[src/design/swmf_pkg.sv]
// ----------------------------------------------------------------------------
// swmf_pkg - shared types and constants of the running median filter
// Window size, field widths, cell link type and the sequencer states.
// ----------------------------------------------------------------------------
`default_nettype none

package swmf_pkg;

	localparam int WINDOW_SIZE = 32;
	localparam int SAMPLE_W    = 10;
	localparam int REF_W       = 16;
	localparam int SLOT_W      = (WINDOW_SIZE > 1) ? $clog2(WINDOW_SIZE) : 1;
	localparam int PROD_W      = SAMPLE_W + REF_W;
	localparam int SCALE_SHIFT = 10;
	localparam logic [REF_W-1:0] REF_RESET = REF_W'(5000);

	typedef logic [SAMPLE_W-1:0] sample_t;

	// What one cell shows its neighbours
	typedef struct packed {
		sample_t val;    // stored value
		logic    le_r;   // stored value <= value being dropped
		logic    rle_x;  // value this cell keeps after the drop <= new sample
	} cell_link_t;

	typedef enum logic [2:0] {
		ST_IDLE,
		ST_READ,
		ST_SHIFT,
		ST_SCALE,
		ST_PUSH
	} state_t;

endpackage

`default_nettype wire

[src/design/swmf_cell.sv]
// ----------------------------------------------------------------------------
// swmf_cell - one slot of the sorted window
// Drops the outgoing sample and inserts the new one by looking only at its
// two neighbours; the row of cells stays sorted in ascending order.
// ----------------------------------------------------------------------------
`default_nettype none

module swmf_cell (
	input  wire                   clk,
	input  wire                   arst_n,
	input  wire                   upd,      // drop r, insert x this cycle
	input  wire                   top_cell, // no neighbour above
	input  swmf_pkg::sample_t     x,        // new sample
	input  swmf_pkg::sample_t     r,        // sample leaving the window
	input  swmf_pkg::cell_link_t  lo,       // neighbour below
	input  swmf_pkg::cell_link_t  hi,       // neighbour above
	output swmf_pkg::cell_link_t  link
);

	swmf_pkg::sample_t val_q;
	swmf_pkg::sample_t kept;   // this slot after the drop
	swmf_pkg::sample_t kept_lo; // slot below after the drop
	swmf_pkg::sample_t nxt;
	logic              le_r;
	logic              rle_x;

	always_comb begin
		le_r    = (val_q <= r);
		// Below the dropped entry keep own value, at or above it take the upper one
		kept    = hi.le_r ? val_q : hi.val;
		kept_lo = le_r ? lo.val : val_q;
		rle_x   = top_cell ? 1'b0 : (kept <= x);
		if (rle_x) begin
			nxt = kept;
		end else if (lo.rle_x) begin
			nxt = x;
		end else begin
			nxt = kept_lo;
		end
	end

	always_ff @(posedge clk or negedge arst_n) begin
		if (!arst_n) begin
			val_q <= '0;
		end else if (upd) begin
			val_q <= nxt;
		end
	end

	assign link = '{val: val_q, le_r: le_r, rle_x: rle_x};

endmodule

`default_nettype wire

[src/design/swmf_ring.sv]
// ----------------------------------------------------------------------------
// swmf_ring - arrival-order store of the window
// Keeps samples in arrival order so the oldest one is known when it leaves.
// ----------------------------------------------------------------------------
`default_nettype none

module swmf_ring (
	input  wire               clk,
	input  wire               arst_n,
	input  wire               wr,
	input  swmf_pkg::sample_t wdata,
	output swmf_pkg::sample_t oldest
);

	swmf_pkg::sample_t            mem [swmf_pkg::WINDOW_SIZE];
	swmf_pkg::sample_t            rd_q;
	logic [swmf_pkg::SLOT_W-1:0]  slot_q;
	logic                         wrapped_q;
	logic                         last_slot;

	assign last_slot = (slot_q == swmf_pkg::SLOT_W'(swmf_pkg::WINDOW_SIZE - 1));

	always_ff @(posedge clk) begin
		if (wr) begin
			mem[slot_q] <= wdata;
		end
		rd_q <= mem[slot_q];
	end

	always_ff @(posedge clk or negedge arst_n) begin
		if (!arst_n) begin
			slot_q    <= '0;
			wrapped_q <= 1'b0;
		end else if (wr) begin
			slot_q <= last_slot ? '0 : slot_q + 1'b1;
			if (last_slot) begin
				wrapped_q <= 1'b1;
			end
		end
	end

	// Until the first wrap the oldest value reads as zero, the value the cells reset to
	assign oldest = wrapped_q ? rd_q : '0;

endmodule

`default_nettype wire

[src/design/sliding_window_median_filter.sv]
// ----------------------------------------------------------------------------
// sliding_window_median_filter - running median of converter samples
// Sorted chain of cells holding the window, arrival-order ring to find the
// sample that leaves, median taken from the middle cells and scaled to mV.
// ----------------------------------------------------------------------------
//  channel | dir | handshake          | payload
//  s_      | in  | s_tvalid/s_tready  | tdata: sample; tuser: sample_valid, report
//  m_      | out | m_tvalid/m_tready  | tdata: median_sample, median_mv
//  cfg_    | in  | cfg_valid/cfg_ready| cfg_data: reference_mv
//
//  An item passes from its transfer through the read of the oldest sample
//  from the ring memory port, the drop and insert in the cell row, the median
//  and the 10x16 scaling multiply, and the load of the output register;
//  without a report it ends after the drop and insert. A new item is taken
//  only once the sequence is back in idle. The result is offered from the
//  cycle after the load. A result waiting in the output register stalls only
//  that last step, and with it the input. Reset clears the cells and ring
//  pointer at once; no clearing pass is needed. Configuration is always ready.
// ----------------------------------------------------------------------------
`default_nettype none

module sliding_window_median_filter (
	input  wire         clk,
	input  wire         arst_n,
	input  wire         s_tvalid,
	output logic        s_tready,
	input  wire  [15:0] s_tdata,   // [9:0] sample, rest zero
	input  wire  [1:0]  s_tuser,   // [0] sample_valid, [1] report
	output logic        m_tvalid,
	input  wire         m_tready,
	output logic [31:0] m_tdata,   // [9:0] median_sample, [25:10] median_mv
	input  wire         cfg_valid,
	output logic        cfg_ready,
	input  wire  [15:0] cfg_data   // reference_mv
);

	localparam int N = swmf_pkg::WINDOW_SIZE;

	swmf_pkg::state_t              state_q;
	swmf_pkg::state_t              state_nxt;
	swmf_pkg::sample_t             x_q;
	logic                          sv_q;
	logic                          rep_q;
	logic [swmf_pkg::REF_W-1:0]    ref_q;
	swmf_pkg::sample_t             med_q;
	logic [swmf_pkg::PROD_W-1:0]   prod_q;
	logic                          m_tvalid_q;
	logic [31:0]                   m_tdata_q;
	swmf_pkg::sample_t             oldest;
	swmf_pkg::sample_t             med;
	swmf_pkg::cell_link_t          link [N];
	logic                          upd;
	logic                          load;
	logic                          s_xfer;
	logic [N-2:0]                  ordered;

	assign s_xfer    = s_tvalid && s_tready;
	assign cfg_ready = 1'b1;

	// Reference register: take every configuration transfer
	always_ff @(posedge clk or negedge arst_n) begin
		if (!arst_n) begin
			ref_q <= swmf_pkg::REF_RESET;
		end else if (cfg_valid) begin
			ref_q <= cfg_data;
		end
	end

	// Hold the accepted item for the whole sequence
	always_ff @(posedge clk) begin
		if (s_xfer) begin
			x_q   <= s_tdata[swmf_pkg::SAMPLE_W-1:0];
			sv_q  <= s_tuser[0];
			rep_q <= s_tuser[1];
		end
	end

	// Next state
	always_comb begin
		state_nxt = state_q;
		case (state_q)
			swmf_pkg::ST_IDLE:  if (s_tvalid) state_nxt = swmf_pkg::ST_READ;
			swmf_pkg::ST_READ:  state_nxt = swmf_pkg::ST_SHIFT;
			swmf_pkg::ST_SHIFT: state_nxt = rep_q ? swmf_pkg::ST_SCALE : swmf_pkg::ST_IDLE;
			swmf_pkg::ST_SCALE: state_nxt = swmf_pkg::ST_PUSH;
			swmf_pkg::ST_PUSH:  if (!m_tvalid_q || m_tready) state_nxt = swmf_pkg::ST_IDLE;
			default:            state_nxt = swmf_pkg::ST_IDLE;
		endcase
	end

	// Sequencer outputs
	always_comb begin
		s_tready = 1'b0;
		upd      = 1'b0;
		load     = 1'b0;
		case (state_q)
			swmf_pkg::ST_IDLE:  s_tready = 1'b1;
			swmf_pkg::ST_SHIFT: upd = sv_q;
			swmf_pkg::ST_PUSH:  load = !m_tvalid_q || m_tready;
			default: begin
				s_tready = 1'b0;
			end
		endcase
	end

	always_ff @(posedge clk or negedge arst_n) begin
		if (!arst_n) begin
			state_q <= swmf_pkg::ST_IDLE;
		end else begin
			state_q <= state_nxt;
		end
	end

	// Ring memory: tells the cells which value leaves the window
	swmf_ring u_ring (
		.clk    (clk),
		.arst_n (arst_n),
		.wr     (upd),
		.wdata  (x_q),
		.oldest (oldest)
	);

	// Sorted cell row, lowest value in cell 0
	for (genvar i = 0; i < N; i++) begin : g_cell
		swmf_pkg::cell_link_t lo_link;
		swmf_pkg::cell_link_t hi_link;
		if (i == 0) begin : g_lo_edge
			assign lo_link = '{val: '0, le_r: 1'b1, rle_x: 1'b1};
		end else begin : g_lo
			assign lo_link = link[i-1];
		end
		if (i == N - 1) begin : g_hi_edge
			assign hi_link = '{val: '0, le_r: 1'b0, rle_x: 1'b0};
		end else begin : g_hi
			assign hi_link = link[i+1];
		end
		swmf_cell u_cell (
			.clk      (clk),
			.arst_n   (arst_n),
			.upd      (upd),
			.top_cell (i == N - 1),
			.x        (x_q),
			.r        (oldest),
			.lo       (lo_link),
			.hi       (hi_link),
			.link     (link[i])
		);
	end

	// Median straight from the middle cells
	if ((N % 2) != 0) begin : g_odd
		assign med = link[(N-1)/2].val;
	end else begin : g_even
		logic [swmf_pkg::SAMPLE_W:0] mid_sum;
		assign mid_sum = {1'b0, link[N/2].val} + {1'b0, link[N/2-1].val};
		assign med     = mid_sum[swmf_pkg::SAMPLE_W:1];
	end

	// Scale: one 10x16 product, registered
	always_ff @(posedge clk) begin
		if (state_q == swmf_pkg::ST_SCALE) begin
			med_q  <= med;
			prod_q <= swmf_pkg::PROD_W'(med) * swmf_pkg::PROD_W'(ref_q);
		end
	end

	// Output register: advance on load, drop valid once taken
	always_ff @(posedge clk or negedge arst_n) begin
		if (!arst_n) begin
			m_tvalid_q <= 1'b0;
		end else if (load) begin
			m_tvalid_q <= 1'b1;
		end else if (m_tready) begin
			m_tvalid_q <= 1'b0;
		end
	end

	always_ff @(posedge clk) begin
		if (load) begin
			m_tdata_q <= {6'd0, prod_q[swmf_pkg::PROD_W-1:swmf_pkg::SCALE_SHIFT], med_q};
		end
	end

	assign m_tvalid = m_tvalid_q;
	assign m_tdata  = m_tdata_q;

	for (genvar i = 0; i < N - 1; i++) begin : g_ord
		assign ordered[i] = (link[i].val <= link[i+1].val);
	end

	// The row must stay sorted whenever it is at rest
	a_sorted: assert property (@(posedge clk) disable iff (!arst_n)
		(state_q == swmf_pkg::ST_IDLE) |-> (&ordered))
		else $error("cell row out of order");

	// A waiting result is never overwritten
	a_no_overwrite: assert property (@(posedge clk) disable iff (!arst_n)
		load |-> (!m_tvalid_q || m_tready))
		else $error("output register overwritten");

	// A transfer always starts the ring read
	a_accept_seq: assert property (@(posedge clk) disable iff (!arst_n)
		s_xfer |=> (state_q == swmf_pkg::ST_READ))
		else $error("accepted item did not start sequence");

	// An item without a report yields nothing and frees the block
	a_no_report: assert property (@(posedge clk) disable iff (!arst_n)
		(state_q == swmf_pkg::ST_SHIFT && !rep_q) |=> (state_q == swmf_pkg::ST_IDLE))
		else $error("item without report did not return to idle");

endmodule

`default_nettype wire
[config.mk]
export PLATFORM = sky130hd
export DESIGN_NAME = sliding_window_median_filter
export DESIGN_NICKNAME = d
export VERILOG_FILES = /design/src/design/swmf_pkg.sv /design/src/design/swmf_cell.sv /design/src/design/swmf_ring.sv /design/src/design/sliding_window_median_filter.sv
export SDC_FILE = /design/constraint.sdc
export NUM_CORES = 2
export LEC_CHECK = 0
export BUFFER_PORTS_ARGS = -buffer_cell sky130_fd_sc_hd__clkbuf_2
export CAP_MARGIN = 20
export CORE_AREA = 2 2 370 372
export DETAILED_ROUTE_END_ITERATION = 10
export DIE_AREA = 0 0 372 374
export GPL_ROUTABILITY_DRIVEN = 0
export PLACE_DENSITY = 0.68
export SYNTH_ARGS = -nofsm -noshare
export SYNTH_HDL_FRONTEND = slang
export SYNTH_SLANG_ARGS = --single-unit
[constraint.sdc]
create_clock -name clk -period 7.2 [get_ports clk]
set_clock_uncertainty 0.15 [all_clocks]
set_input_delay 1.44 -clock clk [delete_from_list [all_inputs] [get_ports clk]]
set_output_delay 1.44 -clock clk [all_outputs]
set_load 0.02 [all_outputs]
# == Word level (Yosys, flattened, before mapping) ==
# Memory sizes are Yosys's and may differ from the RTL's. A register that Yosys moved wholly into a read port is not among the register bits.
# Index checks and enable logic that the tools add are counted.
# totals
reg_bits,420
ram_bits,320
out_inout_bits,35
word_cells,229
n_memories,1
# op_classes
n_addsub,2
multipliers,1
order_cmp,62
n_eq_ne,7
muxes,106
reduce_logical,7
# memory_table
name,words,width,read_ports,rd_clocked_by_memory_dff,wr,line,source
u_ring.mem,32,10,1,1,1,swmf_ring.sv:15,swmf_pkg::sample_t mem [swmf_pkg::WINDOW_SIZE];
# op_table
cell,n
two-way mux 10 bit,94
<= comparator 10 bit,62
multiplier 10 x 16 -> 26 bit,1
one-hot mux 3 bit (5 select lines),1
adder 10 x 10 -> 11 bit,1
two-way mux 1 bit,7
"== test 3 x 2 -> 1 bit, second input constant",2
two-way mux 3 bit,2
"adder 5 x 1 -> 5 bit, second input constant",1
"== test 5 bit, second input constant",1
two-way mux 5 bit,1
"!= test 2 bit, second input constant",2
AND reduction 2 bit,2
"== test 3 x 1 -> 1 bit, second input constant",1
"== test 3 bit, second input constant",1
zero test 3 bit,1
two-way mux 2 bit,1
nonzero test 2 bit,1
logical AND 1 bit,1
zero test 1 bit,1
logical OR 1 bit,1

# == Longest topological paths before layout ==
# depth
word_depth,6
depth_mapped,30
depth_no_buf,28

# == Cells and area by module ==
# Synthesis repeated with hierarchy kept, for this count alone.
# unflattened
cells_unflattened,6718
area_unflattened_um2,66127.2
# by_module_without_submodules
module,n_inst,cells_per_inst,area_each_um2,seq_area_each_um2
swmf_cell (g_cell[0].u_cell ...),24,163,1406.3,250.2
swmf_ring,1,742,13067.5,9959.6
sliding_window_median_filter,1,768,8221.6,2428.6
swmf_cell (g_cell[31].u_cell ...),4,163,1410.1,250.2
swmf_cell (g_cell[4].u_cell ...),4,161,1361.3,250.2

# == Least setup slack after synthesis ==
# Ideal clock, no wire load.
# synth_timing
kind,reg2reg
startpoint,register g_cell[15].u_cell.val_q[1]
endpoint,register prod_q[19] in the netlist's numbering (data pin)
t_arrival_ps,6436
required_time_ps,6913
slack_ps,477
path_stages_with_launch,28
path_cell_list,dfrtp_1 ha_1 a31o_1 a21oi_2 nor2b_1 o2111ai_1 nand3_1 o41a_1 xor2_1 buf_2 nand2_1 fa_1 fa_1 inv_1 fa_1 fa_1 inv_1 fa_1 inv_1 ha_1 nand4_1 a211oi_1 a211oi_2 a21oi_2 o31a_2 nor3_2 or4b_1 nand4_1
# synth_between
elab_chain_cells,2
# synth_lines
element,line,source
"start, declared",swmf_cell.sv:20,swmf_pkg::sample_t val_q;
"start signal, assigned",swmf_cell.sv:46,val_q <= nxt;
adder 10 x 10 -> 11 bit,sliding_window_median_filter.sv:155,"assign mid_sum = {1'b0, link[N/2].val} + {1'b0, link[N/2-1].val};"
net g_even.mid_sum (one bit),sliding_window_median_filter.sv:154,logic [swmf_pkg::SAMPLE_W:0] mid_sum;
multiplier 10 x 16 -> 26 bit,sliding_window_median_filter.sv:163,prod_q <= swmf_pkg::PROD_W'(med) * swmf_pkg::PROD_W'(ref_q);
"end signal, assigned",sliding_window_median_filter.sv:163,
"end, declared",sliding_window_median_filter.sv:46,logic [swmf_pkg::PROD_W-1:0] prod_q;
# The timed path passes the listed nets, and every way through them passes these cells.
# A chain may end at the register's enable or synchronous reset.

# == Final worst setup path ==
# layout_timing
startpoint,register g_cell[15].u_cell.val_q[1]
endpoint,register prod_q[19] in the netlist's numbering (data pin)
# layout_between
elab_chain_cells,2
# layout_lines
element,line
adder 10 x 10 -> 11 bit,sliding_window_median_filter.sv:155
multiplier 10 x 16 -> 26 bit,sliding_window_median_filter.sv:163
# No other way between the ends.

==> metrics.txt <==
initial antenna violation count 0; VDD IR max a little over 0.2 mV; Fill cells 12340; final non-filler cell total 6657; EDFF count, synth 384; most common cell after layout, fill and taps aside ha_1; slowest stage cell on the critical path fa_1; Placed Cells 6483; DRT Pass-1 Iters 6; TritonCTS Buffers approximately 80; chip height between 300 and 400 µm; Core ar. between 100000 and 150000 µm²; startpoint types flip-flop; Die X 372 µm; Final ANT Viol Nets 0; CTS tree built; hold_ws 0.2653 ns; PortBufs 60; Mapped Avg Cell Area 11.31 µm²; Total GRT Usage 0.2159; status finished clean; Max Clock Freq between 0.1 and 0.15 GHz; RSZ-0062 raised after global routing yes; Hold Violations, Final 0; CP Max Fanout 6; Crit Path Category flip-flop to flip-flop; detail-routed via count per cell 6.023; CTS Root Cell clkbuf_16; Remaining DRCs 0; PwrDens 427.8 nW/µm²; Slew HR 0.2718; Pins Over Slew Limit 0; Pleak 26.06 nW; CTS Sinks 740; part of the cycle the worst path needs 0.9865; Worst-Skew Late Latency just under 0.7 ns; Worst Path Required about 7.6 ns; pin count of the biggest net entering global routing 159; CTS H-tree depth 3; wirelength, routed 152400 µm; DR WL/cell 22.89 µm; Yosys warning total 0; Starting DRT DRC Count 3537; IO Pins 74; Period minus WS final approximately 7 ns; register bit total from synthesis 740; Cell variety after synth 77; Hold-fix buffers, CTS 0; vias in the first global route approximately 40000; max cap viols 0; clk buf depth 3; crit end category flip-flop; Cells after Synth ~4800; layout cells sized above 1 0.1526; Post-synth ARST share 0.4676; most frequent CP cell fa_1; die area 139100 µm²; Seq/Total Area, Yosys 0.3789; Clock transition at path regs 0.06 ns; Diodes inserted 0; nets 5649; Final setup viols 0; Worst Tran Pin Value 1.092 ns; row cnt 135; most frequent cells in the layout 689 x ha_1, 384 x edfxtp_1, 336 x dfrtp_1; residual overflow from global routing 0; DR vias 40090; initial core utilization 0.3988; DP Wirelength ~100000 µm; HP Class flip-flop to flip-flop; CP arrival 7.48 ns; CP max stage delay 0.58 ns; first-pass GRT wire length 236600 µm; Post-Syn Area ~54000 µm²; area delta synth->final 10.15%; ys flop type edfxtp_1
[layer usage]
layer / part of all wire / global-route usage / wire length, µm
met1: 0.45 / 0.3060 / 68270
met2: 0.45 / 0.3351 / 68190
met3: 0.069 / 0.03166 / 10550
met4: 0.035 / 0.07494 / 5370
met5: 0 / 0 / 0
[through the flow]
stage | util | setup TNS [ns] | power, mW | area [µm²] | worst slack (ns)
5_1_grt | 0.4393 | -0.7505 | 27.29 | 59290 | -0.2188
3_5_place_dp | 0.4169 | -0.1661 | 20.83 | 56270 | -0.05951
6_report | 0.4393 | 0 | 25.36 | 59290 | 0.09721
3_3_place_gp | 0.4169 | 0 | 20.35 | 56270 | 0.03259
4_1_cts | 0.4372 | 0 | 25.12 | 59000 | 0.04428
2_1_floorplan | - | 0 | 17.31 | 53840 | 0.4769
[what timing repair did]
action / 4_1_cts / 5_1_grt
resized for setup: 2 / 35
setup buffers: 2 / 15
hold endpoints to repair: 0 / 0
setup endpoints to repair: 5 / 10
pin swaps: 1 / 21
[state kept, by name, summed over array words and instances, names as in the netlist]
name                 cells
g_cell.u_cell.val_q    320
u_ring.mem             320
m_tdata                 26
prod_q                  16
ref_q                   16
med_q                   10
u_ring.rd_q             10
x_q                     10
u_ring.slot_q            5
state_q                  3
m_tvalid                 1
rep_q                    1
sv_q                     1
u_ring.wrapped_q         1
[final cells by class]
cell class	count	area (µm²)	area share
multi-input cells	3520	31650	0.5339
flip-flops and latches	740	20410	0.3442
clock buffers	124	2384	0.04020
well taps	1781	2228	0.03759
repair buffers	167	1196	0.02018
inverters	296	1111	0.01874
clock inverters	29	309.0	0.005213
[worst max-delay path, delay by kind of cell, from the launching register on]
kind,cells,cell delay [ns]
adder cells (fa/ha/maj),7,3.12
AO/OA/AOI/OAI,8,1.76
AND/OR/NAND/NOR,7,1.09
flip-flops,1,0.44
buffers and inverters,3,0.23
XOR/XNOR,1,0.16
[synth_stat cells (all sizes together) (22+ instances only)]
cell	count	area (µm²)
o221ai	40	350.3
and3	32	200.2
nand4	97	606.8
a211oi	42	320.3
o21ai	321	1633
edfxtp	384	11530
clkbuf	120	450.4
and2	77	481.7
a21o	231	1734
nand2b	26	162.7
inv	295	1107
nand3	55	275.3
a21oi	155	783.3
buf	86	424.2
mux2i	291	2920
nor2	168	630.6
o22ai	22	137.6
dfrtp	341	8533
nand2	214	805.8
a22oi	213	1599
a221oi	25	219.0
ha	693	8671
a221o	48	480.5
mux2	279	3142
fa	110	2202
nor2b	56	350.3
o21a	29	217.7
and4	29	254.0
mux4	80	1802
[report_power, final]
group | total (mW) | switching (mW) | internal [mW]
clock network | 4.21 | 1.85 | 2.36
registers | 6.27 | 0.942 | 5.32
logic | 14.9 | 8.29 | 6.60
total | 25.4 | 11.1 | 14.3
[path summary, 6_finish.rpt]
path / start / end / slack [ns] / depth (start not counted)
worst min-delay path: med_q[0]$_DFFE_PP_ / m_tdata[0]$_DFFE_PP_ / 0.27 / 0
worst max register to register: g_cell[15].u_cell.val_q[1]$_DFFE_PN0P_ / prod_q[19]$_DFFE_PP_ / 0.1 / 26
worst min register to register: med_q[0]$_DFFE_PP_ / m_tdata[0]$_DFFE_PP_ / 0.27 / 0
max in group asynchronous: arst_n / g_cell[10].u_cell.val_q[3]$_DFFE_PN0P_ / 4.93 / 2
worst max-delay path: g_cell[15].u_cell.val_q[1]$_DFFE_PN0P_ / prod_q[19]$_DFFE_PP_ / 0.1 / 26
min in group asynchronous: arst_n / g_cell[4].u_cell.val_q[4]$_DFFE_PN0P_ / 0.69 / 1
[kinds of logic after synthesis]
group	Yosys count	synth area share
buffers and inverters	502	0.03689
other	2	0.0001395
AOI/OAI and AO/OA	1243	0.1575
xor gates and xnor gates	17	0.002906
DFF	740	0.3789
and+or+nand+nor	800	0.07555
adders and majority gates	803	0.2020
muxes	650	0.1461
No activity file was read; power rests on OpenSTA's default activity.
